--- src/sv/assert_macros.svh ---
// Assertion helpers used by the allocator RTL.
`ifndef ASSERT_MACROS_SVH
`define ASSERT_MACROS_SVH

// Same-cycle implication, checked on the rising edge of clk outside reset.
`define PFA_ASSERT_IMPL(lbl, ante, cons, msg) \
  lbl: assert property (@(posedge clk) disable iff (!rst_n) (ante) |-> (cons)) \
    else $error(msg);

// Next-cycle implication, checked on the rising edge of clk outside reset.
`define PFA_ASSERT_NEXT(lbl, ante, cons, msg) \
  lbl: assert property (@(posedge clk) disable iff (!rst_n) (ante) |=> (cons)) \
    else $error(msg);

`endif

--- src/sv/pfa_pkg.sv ---
package pfa_pkg;

  // fit_mode codes
  localparam logic [2:0] MODE_FIRST     = 3'd0;
  localparam logic [2:0] MODE_NEXT      = 3'd1;
  localparam logic [2:0] MODE_BEST      = 3'd2;
  localparam logic [2:0] MODE_WORST     = 3'd3;
  localparam logic [2:0] MODE_WORST_DYN = 3'd4;

  // register indexes
  localparam logic CFG_FIT_MODE   = 1'b0;
  localparam logic CFG_PART_COUNT = 1'b1;

  // request types
  localparam logic REQ_LOAD  = 1'b0;
  localparam logic REQ_ALLOC = 1'b1;

  // fixed field widths
  localparam int MODE_W     = 3;
  localparam int COUNT_W    = 5;
  localparam int INDEX_W    = 5;
  localparam int IN_SIZE_W  = 16;
  localparam int CFG_DATA_W = 5;

  // control of the shared candidate compare
  typedef struct packed {
    logic use_taken;
    logic want_min;
    logic want_max;
    logic have_pick;
  } cmp_ctl_t;

endpackage

--- src/sv/pfa_cmp.sv ---
module pfa_cmp #(
  parameter int W = 16
) (
  input  pfa_pkg::cmp_ctl_t ctl,
  input  logic [W-1:0]      size,
  input  logic [W-1:0]      job,
  input  logic [W-1:0]      best,
  input  logic              taken,
  output logic              take
);
  import pfa_pkg::*;

  logic fits;
  logic better;

  // Same job for every candidate, so comparing sizes orders the waste.
  always_comb begin
    fits = !(ctl.use_taken && taken) && (size >= job);
    priority if (!ctl.have_pick) begin
      better = 1'b1;
    end else if (ctl.want_min) begin
      better = size < best;
    end else if (ctl.want_max) begin
      better = size > best;
    end else begin
      better = 1'b0;
    end
    take = fits && better;
  end

endmodule

--- src/sv/partition_fit_allocator.sv ---
// Channel  Direction  Handshake            Payload
// in       input      in_valid / in_stall  req_type, part_index, part_size, job_size
// out      output     out_valid / out_stall granted, part_number, leftover
// cfg      input      cfg_we               cfg_index, cfg_data
//
// A load request is taken while idle. An allocate request scans one partition per
// cycle through the single read port of the size table and the shared compare, then
// posts its result. With nothing to scan (count 0, next-fit pointer past the end,
// unused mode) it goes straight to the result.
// Reset is synchronous, active low; it clears the size table (valid bits), the taken
// flags, rewinds the next-fit pointer to 1 and loads fit_mode 0, partition_count 16.
// A stalled result holds in the output register; a finished scan waits for it.
`include "assert_macros.svh"

module partition_fit_allocator #(
  parameter int MAX_PARTS = 16,
  parameter int SIZE_BITS = 16
) (
  input  logic                           clk,
  input  logic                           rst_n,
  input  logic                           in_valid,
  output logic                           in_stall,
  input  logic                           in_req_type,
  input  logic [pfa_pkg::INDEX_W-1:0]    in_part_index,
  input  logic [pfa_pkg::IN_SIZE_W-1:0]  in_part_size,
  input  logic [pfa_pkg::IN_SIZE_W-1:0]  in_job_size,
  output logic                           out_valid,
  input  logic                           out_stall,
  output logic                           out_granted,
  output logic [pfa_pkg::INDEX_W-1:0]    out_part_number,
  output logic [pfa_pkg::IN_SIZE_W-1:0]  out_leftover,
  input  logic                           cfg_we,
  input  logic                           cfg_index,
  input  logic [pfa_pkg::CFG_DATA_W-1:0] cfg_data
);
  import pfa_pkg::*;

  localparam int AW = (MAX_PARTS > 1) ? $clog2(MAX_PARTS) : 1;  // table address
  localparam int KW = $clog2(MAX_PARTS + 2);                    // 1-based number, up to N+1
  localparam int WW = (SIZE_BITS > IN_SIZE_W) ? SIZE_BITS : IN_SIZE_W;

  typedef enum logic [2:0] {
    S_IDLE = 3'b001,
    S_SCAN = 3'b010,
    S_DONE = 3'b100
  } state_t;

  state_t               state_r;
  logic [MODE_W-1:0]    fit_mode_r;
  logic [COUNT_W-1:0]   pcount_r;
  logic [KW-1:0]        ptr_r;
  logic [MAX_PARTS-1:0] taken_r;
  logic [MAX_PARTS-1:0] vld_r;

  logic [SIZE_BITS-1:0] mem [MAX_PARTS];
  logic [SIZE_BITS-1:0] rd_data_r;
  logic                 rd_v_r;
  logic [KW-1:0]        rd_k_r;

  logic [KW-1:0]        ctr_r;
  logic [KW-1:0]        end_r;
  logic [KW-1:0]        pick_r;
  logic [SIZE_BITS-1:0] best_r;
  logic [IN_SIZE_W-1:0] job_r;

  logic                 out_valid_r;
  logic                 out_granted_r;
  logic [INDEX_W-1:0]   out_part_number_r;
  logic [IN_SIZE_W-1:0] out_leftover_r;

  logic                 in_acc;
  logic                 out_free;
  logic                 issue;
  logic                 done_fire;
  logic                 take;
  logic                 mode_ok;
  logic                 load_ok;
  logic [KW-1:0]        act_n;
  logic [KW-1:0]        start;
  logic [31:0]          idx_m1;
  logic [31:0]          pick_ext;
  logic [AW-1:0]        load_a;
  logic [WW-1:0]        psz_ext;
  logic [KW-1:0]        ctr_m1;
  logic [KW-1:0]        rk_m1;
  logic [KW-1:0]        pk_m1;
  logic [AW-1:0]        ra;
  logic [AW-1:0]        rsel;
  logic [AW-1:0]        pa;
  logic [SIZE_BITS-1:0] sz_now;
  logic [WW-1:0]        left_w;
  cmp_ctl_t             cmp_ctl;
  logic                 mem_we;
  logic [AW-1:0]        mem_wa;
  logic [SIZE_BITS-1:0] mem_wd;

  // Hold new requests off for the whole scan and until its result is posted.
  assign in_stall  = (state_r != S_IDLE);
  assign in_acc    = in_valid && !in_stall;
  assign out_free  = !out_valid_r || !out_stall;
  assign done_fire = (state_r == S_DONE) && out_free;
  assign mode_ok   = (fit_mode_r <= MODE_WORST_DYN);

  // Clamp the partition count to the table depth.
  assign act_n = (32'(pcount_r) > MAX_PARTS) ? KW'(MAX_PARTS) : KW'(pcount_r);
  // Next fit starts at the pointer, every other mode at partition 1.
  assign start = (fit_mode_r == MODE_NEXT) ? ptr_r : KW'(1);

  // Load address: partition numbers are 1-based, drop anything off the table.
  assign load_ok = (32'(in_part_index) >= 32'd1) && (32'(in_part_index) <= MAX_PARTS);
  assign idx_m1  = 32'(in_part_index) - 32'd1;
  assign load_a  = idx_m1[AW-1:0];
  assign psz_ext = WW'(in_part_size);

  // Scan addressing: issue one read per cycle, compare it the cycle after.
  assign issue  = (state_r == S_SCAN) && (ctr_r <= end_r);
  assign ctr_m1 = ctr_r - KW'(1);
  assign ra     = ctr_m1[AW-1:0];
  assign rk_m1  = rd_k_r - KW'(1);
  assign rsel   = rk_m1[AW-1:0];
  assign pk_m1  = pick_r - KW'(1);
  assign pa     = pk_m1[AW-1:0];
  // An entry never loaded reads as size zero.
  assign sz_now = vld_r[rsel] ? rd_data_r : '0;

  assign left_w   = WW'(best_r) - WW'(job_r);
  assign pick_ext = 32'(pick_r);

  always_comb begin
    cmp_ctl.use_taken = (fit_mode_r != MODE_WORST_DYN);
    cmp_ctl.want_min  = (fit_mode_r == MODE_BEST);
    cmp_ctl.want_max  = (fit_mode_r == MODE_WORST) || (fit_mode_r == MODE_WORST_DYN);
    cmp_ctl.have_pick = (pick_r != '0);
  end

  pfa_cmp #(
    .W(WW)
  ) u_cmp (
    .ctl   (cmp_ctl),
    .size  (WW'(sz_now)),
    .job   (WW'(job_r)),
    .best  (WW'(best_r)),
    .taken (taken_r[rsel]),
    .take  (take)
  );

  // Single write port: loads from idle, shrink of the chosen partition at the end in dynamic worst fit.
  always_comb begin
    mem_we = (in_acc && (in_req_type == REQ_LOAD) && load_ok) ||
             (done_fire && (pick_r != '0) && (fit_mode_r == MODE_WORST_DYN));
    mem_wa = (state_r == S_IDLE) ? load_a : pa;
    mem_wd = (state_r == S_IDLE) ? psz_ext[SIZE_BITS-1:0] : left_w[SIZE_BITS-1:0];
  end

  always_ff @(posedge clk) begin
    if (mem_we) begin
      mem[mem_wa] <= mem_wd;
    end
    if (issue) begin
      rd_data_r <= mem[ra];
    end
    rd_k_r <= ctr_r;
  end

  always_ff @(posedge clk) begin
    if (!rst_n) begin
      state_r     <= S_IDLE;
      fit_mode_r  <= MODE_FIRST;
      pcount_r    <= COUNT_W'(16);
      ptr_r       <= KW'(1);
      taken_r     <= '0;
      vld_r       <= '0;
      rd_v_r      <= 1'b0;
      out_valid_r <= 1'b0;
    end else begin
      if (cfg_we) begin
        unique case (cfg_index)
          CFG_FIT_MODE:   fit_mode_r <= cfg_data[MODE_W-1:0];
          CFG_PART_COUNT: pcount_r   <= cfg_data[COUNT_W-1:0];
        endcase
      end

      // Drop the result once taken; a new one below overrides.
      if (out_valid_r && !out_stall) begin
        out_valid_r <= 1'b0;
      end

      rd_v_r <= issue;

      unique case (state_r)
        S_IDLE: begin
          if (in_acc) begin
            if (in_req_type == REQ_LOAD) begin
              // Load: clear the taken flag and rewind the next-fit pointer.
              if (load_ok) begin
                taken_r[load_a] <= 1'b0;
                vld_r[load_a]   <= 1'b1;
                ptr_r           <= KW'(1);
              end
            end else begin
              pick_r <= '0;
              job_r  <= in_job_size;
              end_r  <= act_n;
              ctr_r  <= start;
              // Skip straight to the result when there is nothing to scan.
              if (mode_ok && (start <= act_n)) begin
                state_r <= S_SCAN;
              end else begin
                state_r <= S_DONE;
              end
            end
          end
        end
        S_SCAN: begin
          if (rd_v_r && take) begin
            pick_r <= rd_k_r;
            best_r <= sz_now;
          end
          if (issue) begin
            ctr_r <= ctr_r + KW'(1);
          end
          // Last read compared this cycle: advance to the result.
          if (rd_v_r && !issue) begin
            state_r <= S_DONE;
          end
        end
        S_DONE: begin
          if (out_free) begin
            out_valid_r       <= 1'b1;
            out_granted_r     <= (pick_r != '0);
            out_part_number_r <= pick_ext[INDEX_W-1:0];
            out_leftover_r    <= (pick_r != '0) ? left_w[IN_SIZE_W-1:0] : '0;
            if (pick_r != '0) begin
              taken_r[pa] <= 1'b1;
              if (fit_mode_r == MODE_WORST_DYN) begin
                vld_r[pa] <= 1'b1;
              end
            end
            // Next fit rests on the chosen partition, or parks past the end.
            if (fit_mode_r == MODE_NEXT) begin
              ptr_r <= (pick_r != '0) ? pick_r : end_r + KW'(1);
            end
            state_r <= S_IDLE;
          end
        end
        default: state_r <= S_IDLE;
      endcase
    end
  end

  assign out_valid       = out_valid_r;
  assign out_granted     = out_granted_r;
  assign out_part_number = out_part_number_r;
  assign out_leftover    = out_leftover_r;

  `PFA_ASSERT_IMPL(a_pick_in_range, state_r == S_DONE, pick_r <= end_r, "pick beyond scan end")
  `PFA_ASSERT_IMPL(a_ctr_bound, state_r == S_SCAN, ctr_r <= end_r + KW'(1),
                   "scan counter overran")
  `PFA_ASSERT_IMPL(a_grant_fits, (state_r == S_DONE) && (pick_r != '0),
                   WW'(best_r) >= WW'(job_r), "granted partition too small")
  `PFA_ASSERT_NEXT(a_result_posted, done_fire, out_valid_r && (state_r == S_IDLE), "result not posted")

endmodule

--- config.mk ---
export PLATFORM = sky130hd
export DESIGN_NAME = partition_fit_allocator
export DESIGN_NICKNAME = d
export VERILOG_FILES = /design/src/sv/pfa_pkg.sv /design/src/sv/pfa_cmp.sv /design/src/sv/partition_fit_allocator.sv
export VERILOG_INCLUDE_DIRS = /design/src /design/src/sv
export SDC_FILE = /design/constraint.sdc
export NUM_CORES = 1
export LEC_CHECK = 0
export ABC_AREA = 1
export BUFFER_PORTS_ARGS = -buffer_cell sky130_fd_sc_hd__buf_2
export CAP_MARGIN = 20
export CORE_UTILIZATION = 50
export DETAILED_ROUTE_END_ITERATION = 7
export PLACE_DENSITY = 0.66
export SKIP_LAST_GASP = 1
export SYNTH_ARGS = -nofsm -noshare
export SYNTH_HDL_FRONTEND = slang
export SYNTH_SLANG_ARGS = --single-unit
export TNS_END_PERCENT = 10
--- constraint.sdc ---
create_clock -name clk -period 4.5 [get_ports clk]
set_input_delay 0.225 -clock clk [delete_from_list [all_inputs] [get_ports clk]]
set_output_delay 0.225 -clock clk [all_outputs]
set_load 0.02 [all_outputs]
==> impl_summary.txt <==
----------------------------------------------------
[Status]
  Run status ... finished, final reports clean

[STA]
  Fin crit share ... between 80% and 90%
  Clock period minus final worst setup slack ... approximately 4 ns
  Total negative setup slack ... 0 ns
  Setup repair after global routing missed its margin ... false
  Max_slew headroom ... between 30% and 40%
  Final clock skew ... 0.0195 ns
  Finish-stage setup viols ... 0
  Max Fclk ... roughly 250 MHz
  Least-Margin Pin Slew ... between 1 and 1.5 ns
  Max Transition Viols Final ... 0
  Number of hold-slack violations in the final timing report ... 0

[Synthesis]
  Total nets after synthesis ... approximately 1700
  Fraction of registers with async set or reset after synthesis ... 0%
  Unique cell type count in the Yosys netlist ... between 50 and 60
  Top post-synthesis cells by area ... sky130_fd_sc_hd__edfxtp_1 (57%), sky130_fd_sc_hd__dfxtp_1 (6.1%), sky130_fd_sc_hd__nor2_1 (6.1%)
  Main flop type after synthesis ... sky130_fd_sc_hd__edfxtp_1
  Yosys synthesis warning count ... 0
  Cell accounting for the most synthesized area ... sky130_fd_sc_hd__edfxtp_1
  Post-Synthesis Mean Instance Area ... 11.1 µm²
  Sequential cell area fraction in the yosys report ... between 60% and 70%
  Synth Instances ... between 1500 and 2000
  Top cell type's share of synthesized area ... 57.2%
  Synthesized cell area ... roughly 18000 µm²
  Number of synthesized flops with an enable pin ... about 340
  Synth Register Bits ... around 400

[Detailed routing]
  Number of nets with antenna violations after routing ... 0
  DRT iter0 DRCs ... about 1000
  Final Routed Wirelength ... 43600 µm
  First drt pass iteration count ... 5
  Final routed wire length divided by cell count ... just under 20 µm
  DRC violations left ... 0
  Via count ... around 12000
  Post-DR vias/cell ... approximately 5.6

[Critical path]
  Worst setup path start ... rd_k_r[0]
  Reg-to-reg setup timing slack ... 0.51 ns
  Critical path startpoint category ... flop
  Peak fanout along the critical path ... 16
  Kind of critical path ... flop to flop
  Kind of end point of the critical path ... flop
  Required @ worst endpoint ... ~4.7 ns
  Worst EP arrival ... 4.17 ns
  FF-to-FF Start ... rd_k_r[0]

[Global routing]
  Overall Global Routing Usage ... around a quarter
  Wire length of the first global-routing pass ... just under 70000 µm
  Number of global-route vias before repair ... between 10000 and 15000
  Initial antenna violation count ... 1
  Pin count of the biggest net entering global routing ... between 90 and 100
  Gr ovfl total ... 0

[Placed design]
  Count of input and output buffers ... a little over 70
  Final estimated routing congestion in global placement ... between 0.8 and 0.9
  Total half-perimeter wirelength after legalization and detailed placement ... 28600 µm
  Placed cell count ... ~2100

[Finish]
  Core occupancy in the finished layout ... 58.8%
  Nets@finish ... between 1500 and 2000
  Sequential cell area ... between 10000 and 15000 µm²
  Area growth syn-to-layout ... 14.5%
  Multi-input logic area ... around 5800 µm²
  Count of filler cells inserted in the layout ... approximately 2900
  Finished Layout Cells ... ~2200
  Layout cell share with drive strength beyond 1 ... 12.8%

[Pwr]
  Maximum vdd drop ... 0.356 mV
  Power per cell area ... about 540 nW/µm²
  Static leakage ... about 7.7 nW

[Worst hold path]
  Hold Crit Start ... cfg_data[2]
  Hold Crit Class ... input pin to flop

[Clock tree]
  Cell at the root of the clock tree ... sky130_fd_sc_hd__clkbuf_16
  CTS tree ... yes
  Total number of H-tree levels ... 2
  Clock-pin transition on the worst setup and hold timing paths ... 0.06 ns
  Clock Sinks ... just under 400
  Largest buffer count on any clock path ... 3
  Post-CTS setup repair buffer count ... 0
  Number of CTS-inserted buffers ... 42
  Worst-Skew Late Latency ... roughly 0.55 ns

[Die]
  Standard-cell row count ... 68
  Starting density of the core ... 51.3%
  Horiz. Die Dim ... around 190 µm
  Core area ... approximately 35000 µm²
  Boundary pin count ... 73
  Vert. Die Dim ... ~190 µm
  Die area ... 36600 µm²

[Job]
  Number of maximum-capacitance constraint violations ... 0

----------------------------------------------------
## where the power goes
group | internal (mW) | switching [mW] | total [mW]
combinational | 0.847 | 2.08 | 2.93
sequential | 4.60 | 0.0851 | 4.68
clock | 1.98 | 1.40 | 3.39
total | 7.43 | 3.57 | 11.0
## critical path, cell delays in order, from the launching register on
cell and delay (ns):
sky130_fd_sc_hd__dfxtp_1 0.34, sky130_fd_sc_hd__inv_2 0.10, sky130_fd_sc_hd__ha_1 0.41, sky130_fd_sc_hd__inv_1 0.28
sky130_fd_sc_hd__nand3_1 0.13, sky130_fd_sc_hd__nand3_1 0.11, sky130_fd_sc_hd__nand3_2 0.13, sky130_fd_sc_hd__nand2_2 0.29
sky130_fd_sc_hd__nor2_1 0.13, sky130_fd_sc_hd__ha_1 0.31, sky130_fd_sc_hd__a21oi_1 0.18, sky130_fd_sc_hd__nor2_1 0.06
sky130_fd_sc_hd__a211oi_1 0.21, sky130_fd_sc_hd__o221a_2 0.25, sky130_fd_sc_hd__nand2_1 0.05, sky130_fd_sc_hd__nand2_1 0.05
sky130_fd_sc_hd__nand3_1 0.06, sky130_fd_sc_hd__nand3_1 0.15, sky130_fd_sc_hd__clkinvlp_4 0.37
## flip-flops by register name (all words and copies together), names as in the netlist
signal and count:
pick_r 5, state_r 3, fit_mode_r 3, out_granted 1, out_part_number 5, job_r 16, taken_r 16, end_r 5
best_r 16, vld_r 16, ptr_r 5, ctr_r 5, rd_v_r 1, out_leftover 16, mem 256, out_valid 1
rd_data_r 16, rd_k_r 5, pcount_r 5
## Yosys cell counts, types with 2 or more instances
master and instances:
sky130_fd_sc_hd__ha_1 69, sky130_fd_sc_hd__a211oi_1 7, sky130_fd_sc_hd__mux2i_1 17, sky130_fd_sc_hd__o311ai_0 2, sky130_fd_sc_hd__xor2_1 13, sky130_fd_sc_hd__nand3_2 6, sky130_fd_sc_hd__o31ai_1 2, sky130_fd_sc_hd__nand4_1 9
sky130_fd_sc_hd__nor3_1 8, sky130_fd_sc_hd__or2_2 4, sky130_fd_sc_hd__nand2_1 156, sky130_fd_sc_hd__o32ai_1 47, sky130_fd_sc_hd__edfxtp_1 341, sky130_fd_sc_hd__nor2_4 3, sky130_fd_sc_hd__o21ai_1 15, sky130_fd_sc_hd__o21ai_2 2
sky130_fd_sc_hd__dfxtp_1 55, sky130_fd_sc_hd__o211ai_1 15, sky130_fd_sc_hd__a21oi_2 2, sky130_fd_sc_hd__inv_1 151, sky130_fd_sc_hd__a31oi_1 5, sky130_fd_sc_hd__clkbuf_1 48, sky130_fd_sc_hd__nand3_1 41, sky130_fd_sc_hd__o221ai_1 20
sky130_fd_sc_hd__buf_1 7, sky130_fd_sc_hd__o21ai_0 163, sky130_fd_sc_hd__a21oi_1 76, sky130_fd_sc_hd__buf_2 10, sky130_fd_sc_hd__nor2_1 289, sky130_fd_sc_hd__xnor2_1 10, sky130_fd_sc_hd__buf_6 3, sky130_fd_sc_hd__inv_2 2
sky130_fd_sc_hd__nand3b_1 2
## path summary, 6_finish.rpt
kind / to / cells after the start
min reg2reg: ptr_r[2] / 2
max reg2reg: best_r[10] / 18
max: best_r[10] / 18
min: pcount_r[2] / 3
## cell usage in the layout, fill, tap and decap left out, types with 3 or more instances in the layout
cell                              n
sky130_fd_sc_hd__edfxtp_1       341
sky130_fd_sc_hd__nor2_1         272
sky130_fd_sc_hd__o21ai_0        160
sky130_fd_sc_hd__nand2_1        155
sky130_fd_sc_hd__inv_1          150
sky130_fd_sc_hd__a21oi_1         76
sky130_fd_sc_hd__buf_2           72
sky130_fd_sc_hd__ha_1            68
sky130_fd_sc_hd__dfxtp_1         55
sky130_fd_sc_hd__o32ai_1         47
sky130_fd_sc_hd__clkbuf_16       43
sky130_fd_sc_hd__buf_4           43
sky130_fd_sc_hd__nand3_1         41
sky130_fd_sc_hd__dlygate4sd3_1   21
sky130_fd_sc_hd__o221ai_1        20
sky130_fd_sc_hd__o21ai_1         18
sky130_fd_sc_hd__mux2i_1         17
sky130_fd_sc_hd__nor2_2          17
sky130_fd_sc_hd__o211ai_1        15
sky130_fd_sc_hd__xor2_1          13
sky130_fd_sc_hd__clkinv_1        12
sky130_fd_sc_hd__nand4_1          9
sky130_fd_sc_hd__clkbuf_1         9
sky130_fd_sc_hd__xnor2_1          8
sky130_fd_sc_hd__clkinv_2         8
sky130_fd_sc_hd__a211oi_1         7
sky130_fd_sc_hd__nand3_2          6
sky130_fd_sc_hd__nor3_1           6
sky130_fd_sc_hd__a31oi_1          5
sky130_fd_sc_hd__or2_2            4
sky130_fd_sc_hd__bufinv_16        4
sky130_fd_sc_hd__nor3_2           3
sky130_fd_sc_hd__nor2_4           3
## area by class of cell
cell class	instances	area share, %
multi-input cells	1001	28.1
well taps	455	2.78
clock inverters	25	1.12
flip-flops and latches	396	55.3
repair buffers	136	4.36
inverters	155	2.89
diodes	1	0.0122
clock buffers	52	5.41
## metal layers
layer | vias to the layer above | GRT usage [%] | share of wire [%]
met1 | 6050 | 33.7 | 44
met2 | 376 | 40.7 | 48
met3 | 63 | 2.86 | 5.7
met4 | 0 | 7.20 | 2.3
met5 | - | 0 | 0
li1 | 5980 | - | -
## through the flow
stage | hold WS, ns | worst slack, ns | power [mW] | instance area, µm²
after floorplan | 0.324 | 0.791 | 6.61 | 17900
after global placement | 0.401 | 0.301 | 7.59 | 18900
after detailed placement | 0.403 | 0.234 | 7.66 | 18900
after CTS | 0.0132 | 0.224 | 11.0 | 20500
after global routing | 0.0620 | 0.0813 | 11.5 | 20500
final | 0.0272 | 0.508 | 11.0 | 20500
## logic make-up after synthesis
family | count (synthesis) | share of synthesized area [%]
simple gates | 524 | 12.1
flops | 396 | 63.3
xor+xnor | 23 | 1.12
mux | 17 | 0.950
compound gates | 367 | 12.6
fa+ha+maj | 70 | 4.93
buf+inv | 224 | 4.94
## what timing repair did
item | CTS | global route
hold endpoints to repair | 21 | 0
endpoints found under the setup margin | 0 | 16
resized for setup | 0 | 2
hold buffers | 21 | 0
(Power assumes the default switching activity.)
